`config.mk`:
```
export PLATFORM = sky130hd
export DESIGN_NAME = rsc_div
export DESIGN_NICKNAME = d
export VERILOG_FILES = /design/src/rtl/rsc_pkg.sv /design/src/rtl/rsc_div.sv
export SDC_FILE = /design/constraint.sdc
export NUM_CORES = 1
export LEC_CHECK = 0
export ABC_CLOCK_PERIOD_IN_PS = 13900
export BUFFER_PORTS_ARGS = -buffer_cell sky130_fd_sc_hd__buf_4
export CAP_MARGIN = 40
export CORE_ASPECT_RATIO = 1.5
export CORE_MARGIN = 4
export CORE_UTILIZATION = 30
export CTS_BUF_LIST = sky130_fd_sc_hd__clkbuf_4
export DETAILED_ROUTE_END_ITERATION = 8
export MAX_ROUTING_LAYER = met4
export PLACE_DENSITY = 0.58
export SLEW_MARGIN = 0
export SYNTH_ARGS = -nofsm -noshare
export SYNTH_HDL_FRONTEND = slang
export SYNTH_SLANG_ARGS = --single-unit
```
`constraint.sdc`:
```
create_clock -name clk -period 13.9 [get_ports clk]
set_input_delay 1.39 -clock clk [delete_from_list [all_inputs] [get_ports clk]]
set_output_delay 1.39 -clock clk [all_outputs]
set_load 0.01 [all_outputs]
```
`src/rtl/rsc_pkg.sv`:
```
// ----------------------------------------------------------------------------
// rsc_pkg
// Opcodes, status codes and value width shared by the stack calculator files.
// ----------------------------------------------------------------------------
package rsc_pkg;

  localparam int VAL_W = 48;

  localparam logic [3:0] OP_PUSH  = 4'd0;
  localparam logic [3:0] OP_ADD   = 4'd1;
  localparam logic [3:0] OP_SUB   = 4'd2;
  localparam logic [3:0] OP_MUL   = 4'd3;
  localparam logic [3:0] OP_DIV   = 4'd4;
  localparam logic [3:0] OP_REM   = 4'd5;
  localparam logic [3:0] OP_DUP   = 4'd6;
  localparam logic [3:0] OP_SWAP  = 4'd7;
  localparam logic [3:0] OP_TOP   = 4'd8;
  localparam logic [3:0] OP_CLEAR = 4'd9;

  localparam logic [2:0] ST_OK       = 3'd0;
  localparam logic [2:0] ST_OVERFLOW = 3'd1;
  localparam logic [2:0] ST_DUP_EMPTY = 3'd2;
  localparam logic [2:0] ST_SWAP_LOW = 3'd3;
  localparam logic [2:0] ST_REM_ZERO = 3'd4;

  typedef logic signed [VAL_W-1:0] val_t;

endpackage

```
`src/rtl/rsc_div.sv`:
```
// ----------------------------------------------------------------------------
// rsc_div
// Restoring divider, one quotient bit per cycle, unsigned operands.
// ----------------------------------------------------------------------------
module rsc_div #(
  parameter int DW = 64
) (
  input  logic                    clk,
  input  logic                    rst,
  input  logic                    start,
  input  logic [DW-1:0]           dividend,
  input  logic [rsc_pkg::VAL_W-1:0] divisor,
  output logic                    done,
  output logic [DW-1:0]           quotient,
  output logic [rsc_pkg::VAL_W-1:0] remainder
);

  localparam int CW = $clog2(DW + 1);
  localparam int VW = rsc_pkg::VAL_W;

  logic          busy;
  logic [CW-1:0] cnt;
  logic [DW-1:0] num;
  logic [VW-1:0] rem;
  logic [VW-1:0] den;
  logic [VW:0]   rem_sh;
  logic [VW:0]   diff;
  logic          ge;

  assign rem_sh = {rem, num[DW-1]};
  assign diff   = rem_sh - {1'b0, den};
  assign ge     = rem_sh >= {1'b0, den};

  always_ff @(posedge clk) begin
    if (rst) begin
      busy <= 1'b0;
      done <= 1'b0;
      cnt  <= '0;
    end else begin
      done <= 1'b0;
      if (start) begin
        busy <= 1'b1;
        cnt  <= CW'(DW);
        num  <= dividend;
        den  <= divisor;
        rem  <= '0;
      end else if (busy) begin
        rem <= ge ? diff[VW-1:0] : rem_sh[VW-1:0];
        num <= {num[DW-2:0], ge};
        cnt <= cnt - CW'(1);
        if (cnt == CW'(1)) begin
          busy <= 1'b0;
          done <= 1'b1;
        end
      end
    end
  end

  assign quotient  = num;
  assign remainder = rem;

endmodule

```
# After elaboration in Yosys (flattened, before gate mapping)
# Index checks and enable logic that the tools add are counted.
# word_totals
reg_bits	169
input_bits	115
output_inout_bits	113
# op_classes
n_addsub	2
order_cmp	1
eq_ne	1
n_mux	10
n_bitwise	2
reduce_logical	5
# op_table
cell	count
two-way mux 64 bit	2
two-way mux 48 bit	2
greater-or-equal comparator 49 x 48 -> 1 bit	1
subtractor 48 bit	1
two-way mux 7 bit	2
equality test 7 x 1 -> 1 bit, second input constant	1
subtractor 7 x 1 -> 7 bit, second input constant	1
two-way mux 1 bit	4
AND reduction 2 bit	2
OR reduction 3 bit	1
inverter 1 bit	2
nonzero test 2 bit	1
OR reduction 2 bit	1

# Logic depth before layout (Yosys ltp)
# Gate-level depths: netlist (run 1).
# depth
ltp_word	4
depth_mapped	15

# Least setup slack after synthesis (run 1)
# Ideal clock, no wire load.
# synth_timing
path_kind	input -> register
startpoint	in start
endpoint	reg num[0], in the netlist quotient[0] (enable)
setup_time_ns	0.623
arrival_ns	6.926
path_slack_ns	6.351
cell_stages	2
cell_sequence	inv_1 a21oi_1
# synth_via
elab_chain_len	2
# synth_rtl
item	line	source
start, declared	rsc_div.sv:10	input logic start,
nonzero test 2 bit (no source line)	-	
AND reduction 2 bit (no source line)	-	
end signal, assigned	rsc_div.sv:44	num <= dividend;
end signal, assigned	rsc_div.sv:49	num <= {num[DW-2:0], ge};
end, declared	rsc_div.sv:23	logic [DW-1:0] num;
# Every way passes these cells.
# A chain may end at the register's enable or synchronous reset.

# Worst setup path after layout (run 1)
# layout_timing
startpoint	reg rem[9], in the netlist remainder[9]
endpoint	reg rem[40], in the netlist remainder[40] (data pin)
# layout_via
elab_chain_len	3
elab_cells_between_ends	4
classes_between	add/sub (1); order compare (1); mux (2)
# layout_rtl
item	line	source
start, declared	rsc_div.sv:24	logic [VW-1:0] rem;
start signal, assigned	rsc_div.sv:48	rem <= ge ? diff[VW-1:0] : rem_sh[VW-1:0];
subtractor 48 bit or greater-or-equal comparator 49 x 48 -> 1 bit (tied branches)	rsc_div.sv:31, rsc_div.sv:32	
two-way mux 48 bit (*)	rsc_div.sv:48	
two-way mux 48 bit (*)	rsc_div.sv:47	end else if (busy) begin
# Mark *: on every way between the ends. The rest lies on a longest branch, timed or not. The select of a mux whose other input is x is not followed.

==> flow_summary_export.csv, run 1 <==
group,metric,value,unit
timing,clock_skew,0.02234,ns
floorplanning,die-area,34990,sq um
setup_path,crit_start,"remainder[9]",
global_routing,antenna_found_initial,1,
timing,tns,0,ns
setup_path,path_class,"flip-flop to flip-flop",
setup_path,regToRegStartpoint,"remainder[9]",
logic_synthesis,synthArstFlopShare,0,
floorplanning,start_util,0.3026,
placed_design,buffer_ports.inserted,227,
placed_design,gp_congestion,0.8087,
routing,route.detailed.drc,0,
job,cap_violations,0,
global_routing,grt_use_total,0.1501,
global_routing,overflow,0,
global_routing,use_met3,0.05439,
layout,final_common_cell,"buf_4",
setup_path,crit_path_start_kind,"flip-flop",
setup_path,cp_num_cells,12,
layout,nFillCells,3161,
timing,hold_viol,0,
layout,post-route-util,0.3794,
logic_synthesis,yosys.area.top_type,"edfxtp_1",
timing,finalMaxSlewViolations,0,
routing,wire_per_inst,17.38,um
timing,relSlewSlack,0.4307,
floorplanning,coreArea,31730,sq um
clock_tree,htreeDepth,4,
clock_tree,clockBufferDepth,2,
floorplanning,die_x,154.1,um
clock_tree,cts_buffers,17,
layout,area_growth,25.37,%
timing,period_needed,3.649,ns
routing,ant_nets,0,
logic_synthesis,synthTopCellsByArea,"edfxtp_1 (50%), mux2_2 (7.5%), ha_1 (6.5%)",
logic_synthesis,synth_cell_types,63,
routing,wl,25.92,mm
clock_tree,holdBufCountCts,0,
setup_path,crit_end,"remainder[40]",
logic_synthesis,ys_warn_count,0,
floorplanning,io_pins,228,
clock_tree,clk_pin_slew,0.16,ns
layout,nets,1233,
setup_path,reg2reg_to,"remainder[40]",
setup_path,crit_arrival,4.05,ns
logic_synthesis,syn-num-nets,1020,
global_routing,grt_max_degree,65,
setup_path,reg2regPathDepth,12,
routing,drt_iter0_drc,308,
worst_hold_path,hp-class,"flip-flop to flip-flop",
pwr,power.leakage,5.033,nW
logic_synthesis,synth-seq-cells,169,
clock_tree,cts_sinks,169,
layout,drive_gt1_frac,0.3278,
timing,rsz0062_at_grt,"no",
placed_design,dp_hpwl,19.36,mm
pwr,peakVddDrop,0.06957,mV
clock_tree,cts_resized,0,
logic_synthesis,synth_top_area_share,0.5004,
clock_tree,cts_tree,"yes",
logic_synthesis,netlist_area,9602,sq um
pwr,fin_total_pwr,1.374,mW
global_routing,grt_pass1_wl,40.03,mm
clock_tree,clock_latency,0.63,ns
logic_synthesis,synth_edf_count,160,
setup_path,path_cells,"ha_1 > a21oi_1 > nor2b_1 > or4_1 > o211ai_2 > a21oi_1 > o21ai_2 > a31oi_4 > a21oi_4 > buf_4 > or4_1 > nand3_1",
setup_path,cp-end-kind,"flip-flop",
global_routing,top_usage_layer,"met2",
setup_path,rrSetupSlack,10.25,ns
routing,via_count,7253,
layout,final_cell_mix,"buf_4 (232), edfxtp_1 (160), nand2_1 (91)",
setup_path,critical-path-max-stage-delay,0.52,ns
logic_synthesis,synthCells,854,
global_routing,grt_pass1_vias,7649,
clock_tree,root_buffer,"clkbuf_4",
global_routing,grt_use_met1,0.1579,
status,outcome,"complete, no violations",
logic_synthesis,ys_seq_area_frac,0.5192,
placed_design,post-place-ws,10.00,ns
routing,dr.pass1.iters,5,
timing,finalSetupViolations,0,
setup_path,cp_top_family,"compound AO/OA/AOI/OAI gates",
floorplanning,rows,80,
routing,detail_route.vias_per_cell,4.865,
pwr,power_density,114.1,nW/um^2
logic_synthesis,ys.flop_type,"edfxtp_1",
timing,max_freq,0.2740,GHz
setup_path,crit_slowest_cell,"or4_1",
setup_path,cp_data_required_time,14.31,ns
setup_path,crit_fanout,28,
timing,tightest_slew,0.8539,ns
timing,timing.final.crit_share,0.2625,
setup_path,path_buf_inv,1,
global_routing,grtUsageMet2,0.2633,
logic_synthesis,syn_avg_cell_area,11.24,sq um
timing,setup_slack,10.25,ns
floorplanning,die_h,227.1,um
clock_tree,postCtsSetupRepairBufs,0,
-- layout make-up --
type / count / area, sq um / share of cell area
Timing Repair Buffer: 233 / 1762 / 0.1463
Inverter: 66 / 247.7 / 0.02058
Antenna cell: 1 / 2.502 / 0.0002079
Tap cell: 410 / 513.0 / 0.04262
Multi-Input combinational cell: 580 / 4214 / 0.3501
Sequential cell: 169 / 4985 / 0.4141
Clock buffer: 17 / 127.6 / 0.01060
Clock inverter: 15 / 186.4 / 0.01549
-- stage by stage --
| step | hold WS [ns] | instance area, sq um | cells |
|---|---|---|---|
| 2_1_floorplan | 0.4685 | 9602 | 854 |
| 3_3_place_gp | 0.4890 | 11700 | 1457 |
| 3_5_place_dp | 0.5184 | 11720 | 1458 |
| 4_1_cts | 0.5382 | 12040 | 1490 |
| 5_1_grt | 0.5776 | 12040 | 1491 |
| 6_report | 0.5378 | 12040 | 1491 |
-- power by group --
part	total (mW)	internal, mW	switching [mW]
clock	0.329	0.128	0.200
combinational	0.407	0.183	0.224
sequential	0.639	0.611	0.0275
-- tightest hold or removal path: stages (launching register included) --
cell,delay [ns]
dfxtp_1,0.36
nor2_1,0.10
a211oi_1,0.05
-- worst min-delay path by stage --
stage | startpoint | endpoint | slack [ns] | cells after the start
finish | cnt[1] | cnt[1] | 0.54 | 2
floorplan | cnt[1] | cnt[1] | 0.47 | 2
detailed placement | cnt[1] | cnt[1] | 0.52 | 2
global placement | cnt[1] | cnt[1] | 0.49 | 2
global route | cnt[1] | cnt[1] | 0.58 | 2
CTS | cnt[1] | cnt[1] | 0.54 | 2
-- cells in the mapped netlist (3+ instances only) --
master	instances
edfxtp_1	160
nand2_1	91
a21oi_1	84
inv_1	66
mux2_2	64
ha_1	50
nor2_1	41
a21o_1	33
clkbuf_1	26
xnor2_1	25
xor2_1	23
nand3_1	20
nand4_1	17
o21ai_0	15
a211oi_1	12
dfxtp_1	9
nor3_1	9
buf_2	8
o21a_1	8
a211oi_2	5
and2_1	5
nor2b_1	5
o21bai_1	5
a31oi_1	4
o211ai_1	4
o31ai_1	4
or3_1	4
or4_1	4
and3_1	3
buf_6	3
nor4_1	3
o2111ai_1	3
or2_2	3
-- cell families (layout without fill, tap and decap cells) --
| group | Yosys count | after routing | share of synthesized area |
|---|---|---|---|
| and+or+nand+nor | 212 | 212 | 0.1016 |
| AOI/OAI and AO/OA | 205 | 205 | 0.1483 |
| DFF | 169 | 169 | 0.5192 |
| buffers and inverters | 105 | 331 | 0.04483 |
| muxes | 64 | 64 | 0.07506 |
| adders and majority gates | 51 | 51 | 0.06724 |
| xor gates and xnor gates | 48 | 48 | 0.04378 |
| other | 0 | 1 | 0 |
-- flip-flops by register name, indices dropped and copies added, names as in the netlist --
register	flops
cnt	7
done	1
den	48
remainder	48
quotient	64
busy	1
-- layer usage --
metal  part of all wire  wire [um]  vias to the layer above
li1                   -          -                     3556
met1               0.39      10100                     3469
met2               0.52      13560                      200
met3              0.069       1795                       28
met4              0.018        461                        0
met5                  0          0                        -
Power figures use the tool's default switching activity.
==> run 2, diff against run 1 <==
ABC_CLOCK_PERIOD_IN_PS = 3100   (was 13900)
PLACE_DENSITY = 0.59   (was 0.58)
clock period = 3.1 ns   (was 13.9 ns; I/O delays follow)
==> run 2 against run 1 <==
Against the previous run: register-to-register slack worse by 10 ns; count of clock-buffer cells in the layout up 5; core utilization up 7.4 points; total power rose to 4.9 times the previous value; combinational power rose to 6.1 times the previous value; via count up 13%; highest routed layer unchanged; first-iteration DRC count up 14%; final area up 20%; critical path type unchanged; sequential share of layout area down 6.8 points.
==> flow_summary_export.csv, run 2 (synthesis gave the netlist of run 1 again) <==
group,metric,value,unit
status,outcome,"complete, no violations",
timing,tightest_slew,0.8219,ns
placed_design,dp.cells,1524,
layout,drive_gt1_frac,0.3870,
routing,route.detailed.drc,0,
routing,wl,29.76,mm
pwr,peakVddDrop,0.2379,mV
layout,post-route-util,0.4535,
setup_path,crit_path_start_kind,"flip-flop",
pwr,p_int,4.590,mW
global_routing,grt_pass1_wl,43.79,mm
setup_path,path_buf_inv,2,
pwr,pwr-share-clk,0.208,
layout,largest_register_ffs,64,
pwr,power_frac_seq,0.424,
timing,timing.final.crit_share,0.9883,
layout,final_common_cell,"buf_4",
floorplanning,io_pins,228,
clock_tree,cts_sinks,169,
setup_path,cp_common_cell,"a21oi_2",
floorplanning,coreArea,31730,sq um
pwr,comb_power_share,0.367,
floorplanning,rows,80,
timing,finalSetupViolations,0,
floorplanning,start_util,0.3026,
pwr,netSwitchingFraction,0.3181,
setup_path,cp-end-kind,"flip-flop",
timing,relSlewSlack,0.4521,
pwr,switching_power,2.141,mW
setup_path,path_class,"flip-flop to flip-flop",
timing,hold_viol,0,
job,cap_violations,0,
timing,max_freq,0.3264,GHz
setup_path,crit_arrival,3.53,ns
timing,finalMaxSlewViolations,0,
floorplanning,die_h,227.1,um
placed_design,dp_hpwl,20.57,mm
setup_path,critical-path-max-stage-delay,0.47,ns
floorplanning,die_x,154.1,um
setup_path,path_cells,"ha_4 > a21oi_1 > o21a_1 > a211oi_4 > o211ai_4 > a21oi_2 > o21ai_2 > a31oi_4 > a21oi_4 > buf_12 > buf_6 > or4_4 > a21oi_2",
routing,ant_nets,0,
timing,tns,0,ns
layout,instances_no_fill,1703,
timing,rsz0062_at_grt,"yes",
setup_path,cp_top_family,"compound AO/OA/AOI/OAI gates",
layout,nets,1445,
pwr,power_density,467.7,nW/um^2
timing,period_needed,3.064,ns
floorplanning,die-area,34990,sq um
global_routing,grt_use_total,0.1632,
placed_design,gp_congestion,0.8738,
clock_tree,root_buffer,"clkbuf_4",
setup_path,crit_fanout,7,
routing,via_count,8223,
worst_hold_path,hp-class,"primary input to flip-flop",
clock_tree,htreeDepth,4,
placed_design,buffer_ports.inserted,227,
layout,area_growth,49.88,%
global_routing,grt_pass1_vias,8523,
clock_tree,clk_pin_slew,0.14,ns
global_routing,antenna_found_initial,1,
clock_tree,cts_buffers,17,
setup_path,crit_slowest_cell,"edfxtp_1",
global_routing,grt_max_degree,64,
setup_path,cp_data_required_time,3.56,ns
layout,final_cell_mix,"buf_4 (313), edfxtp_1 (160), dlygate4sd3_1 (113)",
clock_tree,clock_latency,0.62,ns
routing,wire_per_inst,17.48,um
pwr,power.leakage,6.068,nW
global_routing,overflow,0,
setup_path,rrSetupSlack,0.04,ns
routing,drt_iter0_drc,351,
timing,clock_skew,0.02467,ns
routing,detail_route.vias_per_cell,4.829,
clock_tree,clockBufferDepth,2,
routing,dr.pass1.iters,6,
clock_tree,cts_tree,"yes",
[run 2: changes by cell type in the layout (fill, tap and decap cells not counted), moves of 4 or more]
cell	delta
a21oi_2	+9
clkbuf_4	+5
buf_4	+81
inv_6	-7
dlygate4sd3_1	+113
clkbuf_16	+4
ha_1	-14
buf_6	+8
a21oi_1	-11
ha_4	+10
ha_2	+4
buf_12	+5
[run 2: metal layers]
layer | vias to the layer above | global-route usage | wire length, um
met5 | - | - | 0
met4 | 0 | 0.06072 | 938
met3 | 53 | 0.03918 | 1573
met2 | 246 | 0.2944 | 15880
met1 | 3943 | 0.1731 | 11370
li1 | 3981 | - | -
[run 2: metrics by stage]
stage	power, mW	instance area (sq um)	setup slack (ns)	hold WS (ns)
after floorplan	4.128	9613	-0.009034	0.3791
after CTS	6.535	13780	-0.01175	0.0002455
after detailed placement	4.950	12250	-0.1413	0.4894
after global placement	4.930	12250	-0.08598	0.4825
after global routing	7.120	14390	-0.07612	0.06088
final	6.731	14390	0.03627	0.07073
[run 2: power by group through the flow]
stage,sequential [mW],combinational [mW],clock [mW]
after floorplan,2.94,1.19,0
after global placement,2.90,2.03,0
after detailed placement,2.90,2.05,0
after CTS,2.85,2.22,1.46
after global routing,2.88,2.68,1.56
final,2.86,2.47,1.40
[run 2: worst reg2reg max path, stage by stage, from the launching register on]
cell and delay (ns):
edfxtp_1 0.47, ha_4 0.30, a21oi_1 0.08, o21a_1 0.24, a211oi_4 0.27, o211ai_4 0.15
a21oi_2 0.20, o21ai_2 0.08, a31oi_4 0.21, a21oi_4 0.09, buf_12 0.16, buf_6 0.12
or4_4 0.47, a21oi_2 0.12
[run 2: area by class of cell]
cell class / instances / area, sq um
diodes: 1 / 2.502
multi-input cells: 580 / 4552
fillers: 2940 / 17340
clock inverters: 10 / 130.1
clock buffers: 22 / 165.2
inverters: 66 / 247.7
repair buffers: 445 / 3796
flip-flops and latches: 169 / 4985
well taps: 410 / 513.0
[run 2: what timing repair did]
action,CTS,global route
resized for setup,11,62
hold buffers,113,0
endpoints found under the setup margin,41,49
gates cloned,0,6
pin swaps,9,25
buffers inserted,5,23
hold endpoints to repair,113,0
[run 2: worst paths after layout]
| check | depth (start not counted) | startpoint | end |
|---|---|---|---|
| max reg2reg | 13 | remainder[13] | remainder[9] |
| min | 3 | start | cnt[6] |
| max | 13 | remainder[13] | remainder[9] |
| min reg2reg | 2 | cnt[1] | cnt[1] |
==> run 3, diff against run 2 <==
MAX_ROUTING_LAYER = unset   (was met4)
==> run 3 against run 2 <==
Against the previous run: the flow now finishes with violations (setup timing); register-to-register slack got worse by 0.05 ns; cell count decreased by 0.18%; flip-flop and latch count unchanged; non-clock buffer count decreased by 3; final area decreased by 0.28%; global-route usage decreased by 0.49 points; core utilization decreased by 0.13 points; critical path depth unchanged; sequential share of layout area increased by 0.097 points; critical path type unchanged.
==> flow_summary_export.csv, run 3 (synthesis gave the netlist of run 1 again) <==
group,metric,value,unit
layout,multi_input_area,4559,sq um
clock_tree,clock_latency,0.63,ns
pwr,pwr-share-clk,0.210,
layout,nFillCells,2942,
worst_hold_path,hold_start,"start",
layout,nets,1442,
timing,clock_skew,0.02296,ns
layout,final_cell_mix,"buf_4 (313), edfxtp_1 (160), dlygate4sd3_1 (113)",
clock_tree,cts_tree,"yes",
timing,period_needed,3.118,ns
placed_design,buffer_ports.inserted,227,
clock_tree,clk_pin_slew,0.14,ns
layout,area_growth,49.47,%
routing,wl,29.47,mm
timing,max_freq,0.3207,GHz
placed_design,post-place-ws,-0.1413,ns
status,outcome,"finished with violations",
clock_tree,clockBufferDepth,2,
placed_design,gp_congestion,0.8577,
global_routing,grt_use_total,0.1583,
pwr,comb_power_share,0.364,
layout,seq_area,4985,sq um
routing,route.detailed.drc,0,
floorplanning,start_util,0.3026,
clock_tree,root_buffer,"clkbuf_4",
floorplanning,die_x,154.1,um
timing,setup_slack,-0.01846,ns
global_routing,antenna_found_initial,1,
worst_hold_path,hold_end,"cnt[6]",
routing,detail_route.vias_per_cell,4.792,
setup_path,cp-end-kind,"flip-flop",
setup_path,cp_data_required_time,3.57,ns
layout,largest_register_ffs,64,
routing,drt_iter0_drc,328,
layout,design_area,14350,sq um
floorplanning,rows,80,
routing,dr.pass1.iters,4,
status,violations,"setup timing",
worst_hold_path,hold_depth,3,
clock_tree,cts_buffers,17,
timing,rsz0062_at_grt,"yes",
worst_hold_path,hp-class,"primary input to flip-flop",
pwr,power.leakage,6.051,nW
pwr,peakVddDrop,0.2341,mV
setup_path,crit_arrival,3.59,ns
timing,finalMaxSlewViolations,0,
routing,wire_per_inst,17.33,um
clock_tree,cts_sinks,169,
timing,tightest_slew,0.8167,ns
setup_path,reg2reg_to,"remainder[9]",
floorplanning,io_pins,228,
global_routing,grt_max_degree,64,
setup_path,reg2regPathDepth,13,
pwr,p_int,4.575,mW
routing,ant_nets,0,
timing,finalSetupViolations,1,
global_routing,grt_pass1_wl,43.84,mm
layout,final_common_cell,"buf_4",
placed_design,place_area,12250,sq um
floorplanning,coreArea,31730,sq um
setup_path,crit_fanout,7,
pwr,netSwitchingFraction,0.3182,
global_routing,grt_pass1_vias,8521,
pwr,switching_power,2.136,mW
timing,timing.final.crit_share,1.006,
floorplanning,die_h,227.1,um
floorplanning,die-area,34990,sq um
layout,drive_gt1_frac,0.3848,
timing,whs,0.06720,ns
pwr,power_frac_seq,0.426,
setup_path,regToRegStartpoint,"remainder[6]",
clock_tree,htreeDepth,4,
placed_design,dp_hpwl,20.57,mm
timing,hold_viol,0,
setup_path,crit_path_start_kind,"flip-flop",
job,cap_violations,0,
global_routing,overflow,0,
timing,relSlewSlack,0.4556,
pwr,power_density,467.6,nW/um^2
setup_path,rrSetupSlack,-0.02,ns
routing,via_count,8147,
timing,tns,-0.01846,ns
setup_path,path_class,"flip-flop to flip-flop",
-- run 3: worst max path at each step --
stage | start | endpoint
after global routing | remainder[6] | remainder[9]
after CTS | remainder[5] | remainder[33]
after detailed placement | remainder[0] | remainder[39]
after global placement | remainder[15] | remainder[44]
after floorplan | start | den[0]
final | remainder[6] | remainder[9]
-- run 3: timing repair --
item,in CTS,in global routing
cloned,0,5
hold buffers,113,0
buffers inserted,5,21
setup endpoints to repair,41,49
resized for setup,11,60
pin swaps,9,25
endpoints found under the hold margin,113,0
-- run 3: area by class of cell --
class | count | area share
clock inverter | 10 | 0.009067
sequential | 169 | 0.3473
multi-input combinational | 580 | 0.3177
clock buffer | 22 | 0.01151
tap | 410 | 0.03575
antenna | 1 | 0.0001744
timing repair buffer | 442 | 0.2612
inverter | 66 | 0.01726
-- run 3: power groups by stage --
stage                     clock [mW]  sequential [mW]  combinational (mW)
after floorplan                    0             2.94                1.19
after detailed placement           0             2.90                2.05
final                           1.41             2.86                2.45
after CTS                       1.46             2.85                2.22
after global placement             0             2.90                2.03
after global routing            1.56             2.88                2.66
-- run 3: critical path, stage by stage, from the launching register on --
cell	delay, ns
edfxtp_1	0.41
ha_1	0.33
buf_4	0.15
and4_1	0.22
a21boi_4	0.24
o211ai_4	0.13
a21oi_2	0.19
o21ai_2	0.08
a31oi_4	0.21
a21oi_4	0.09
buf_12	0.16
buf_4	0.13
or4_1	0.47
a21oi_1	0.15
-- run 3: per-stage QoR --
step / total power [mW] / std cells / util
floorplan: 4.128 / 854 / -
global placement: 4.930 / 1524 / 0.3862
detailed placement: 4.950 / 1524 / 0.3862
CTS: 6.535 / 1674 / 0.4344
global route: 7.097 / 1700 / 0.4523
finish: 6.710 / 1700 / 0.4523
-- run 3: per-layer routing --
layer,part of all wire,vias to the layer above,global-route usage
met4,0.030,0,0.06072
met1,0.37,3899,0.1672
met2,0.54,231,0.2940
li1,-,3977,-
met3,0.064,40,0.04869
met5,0,-,0
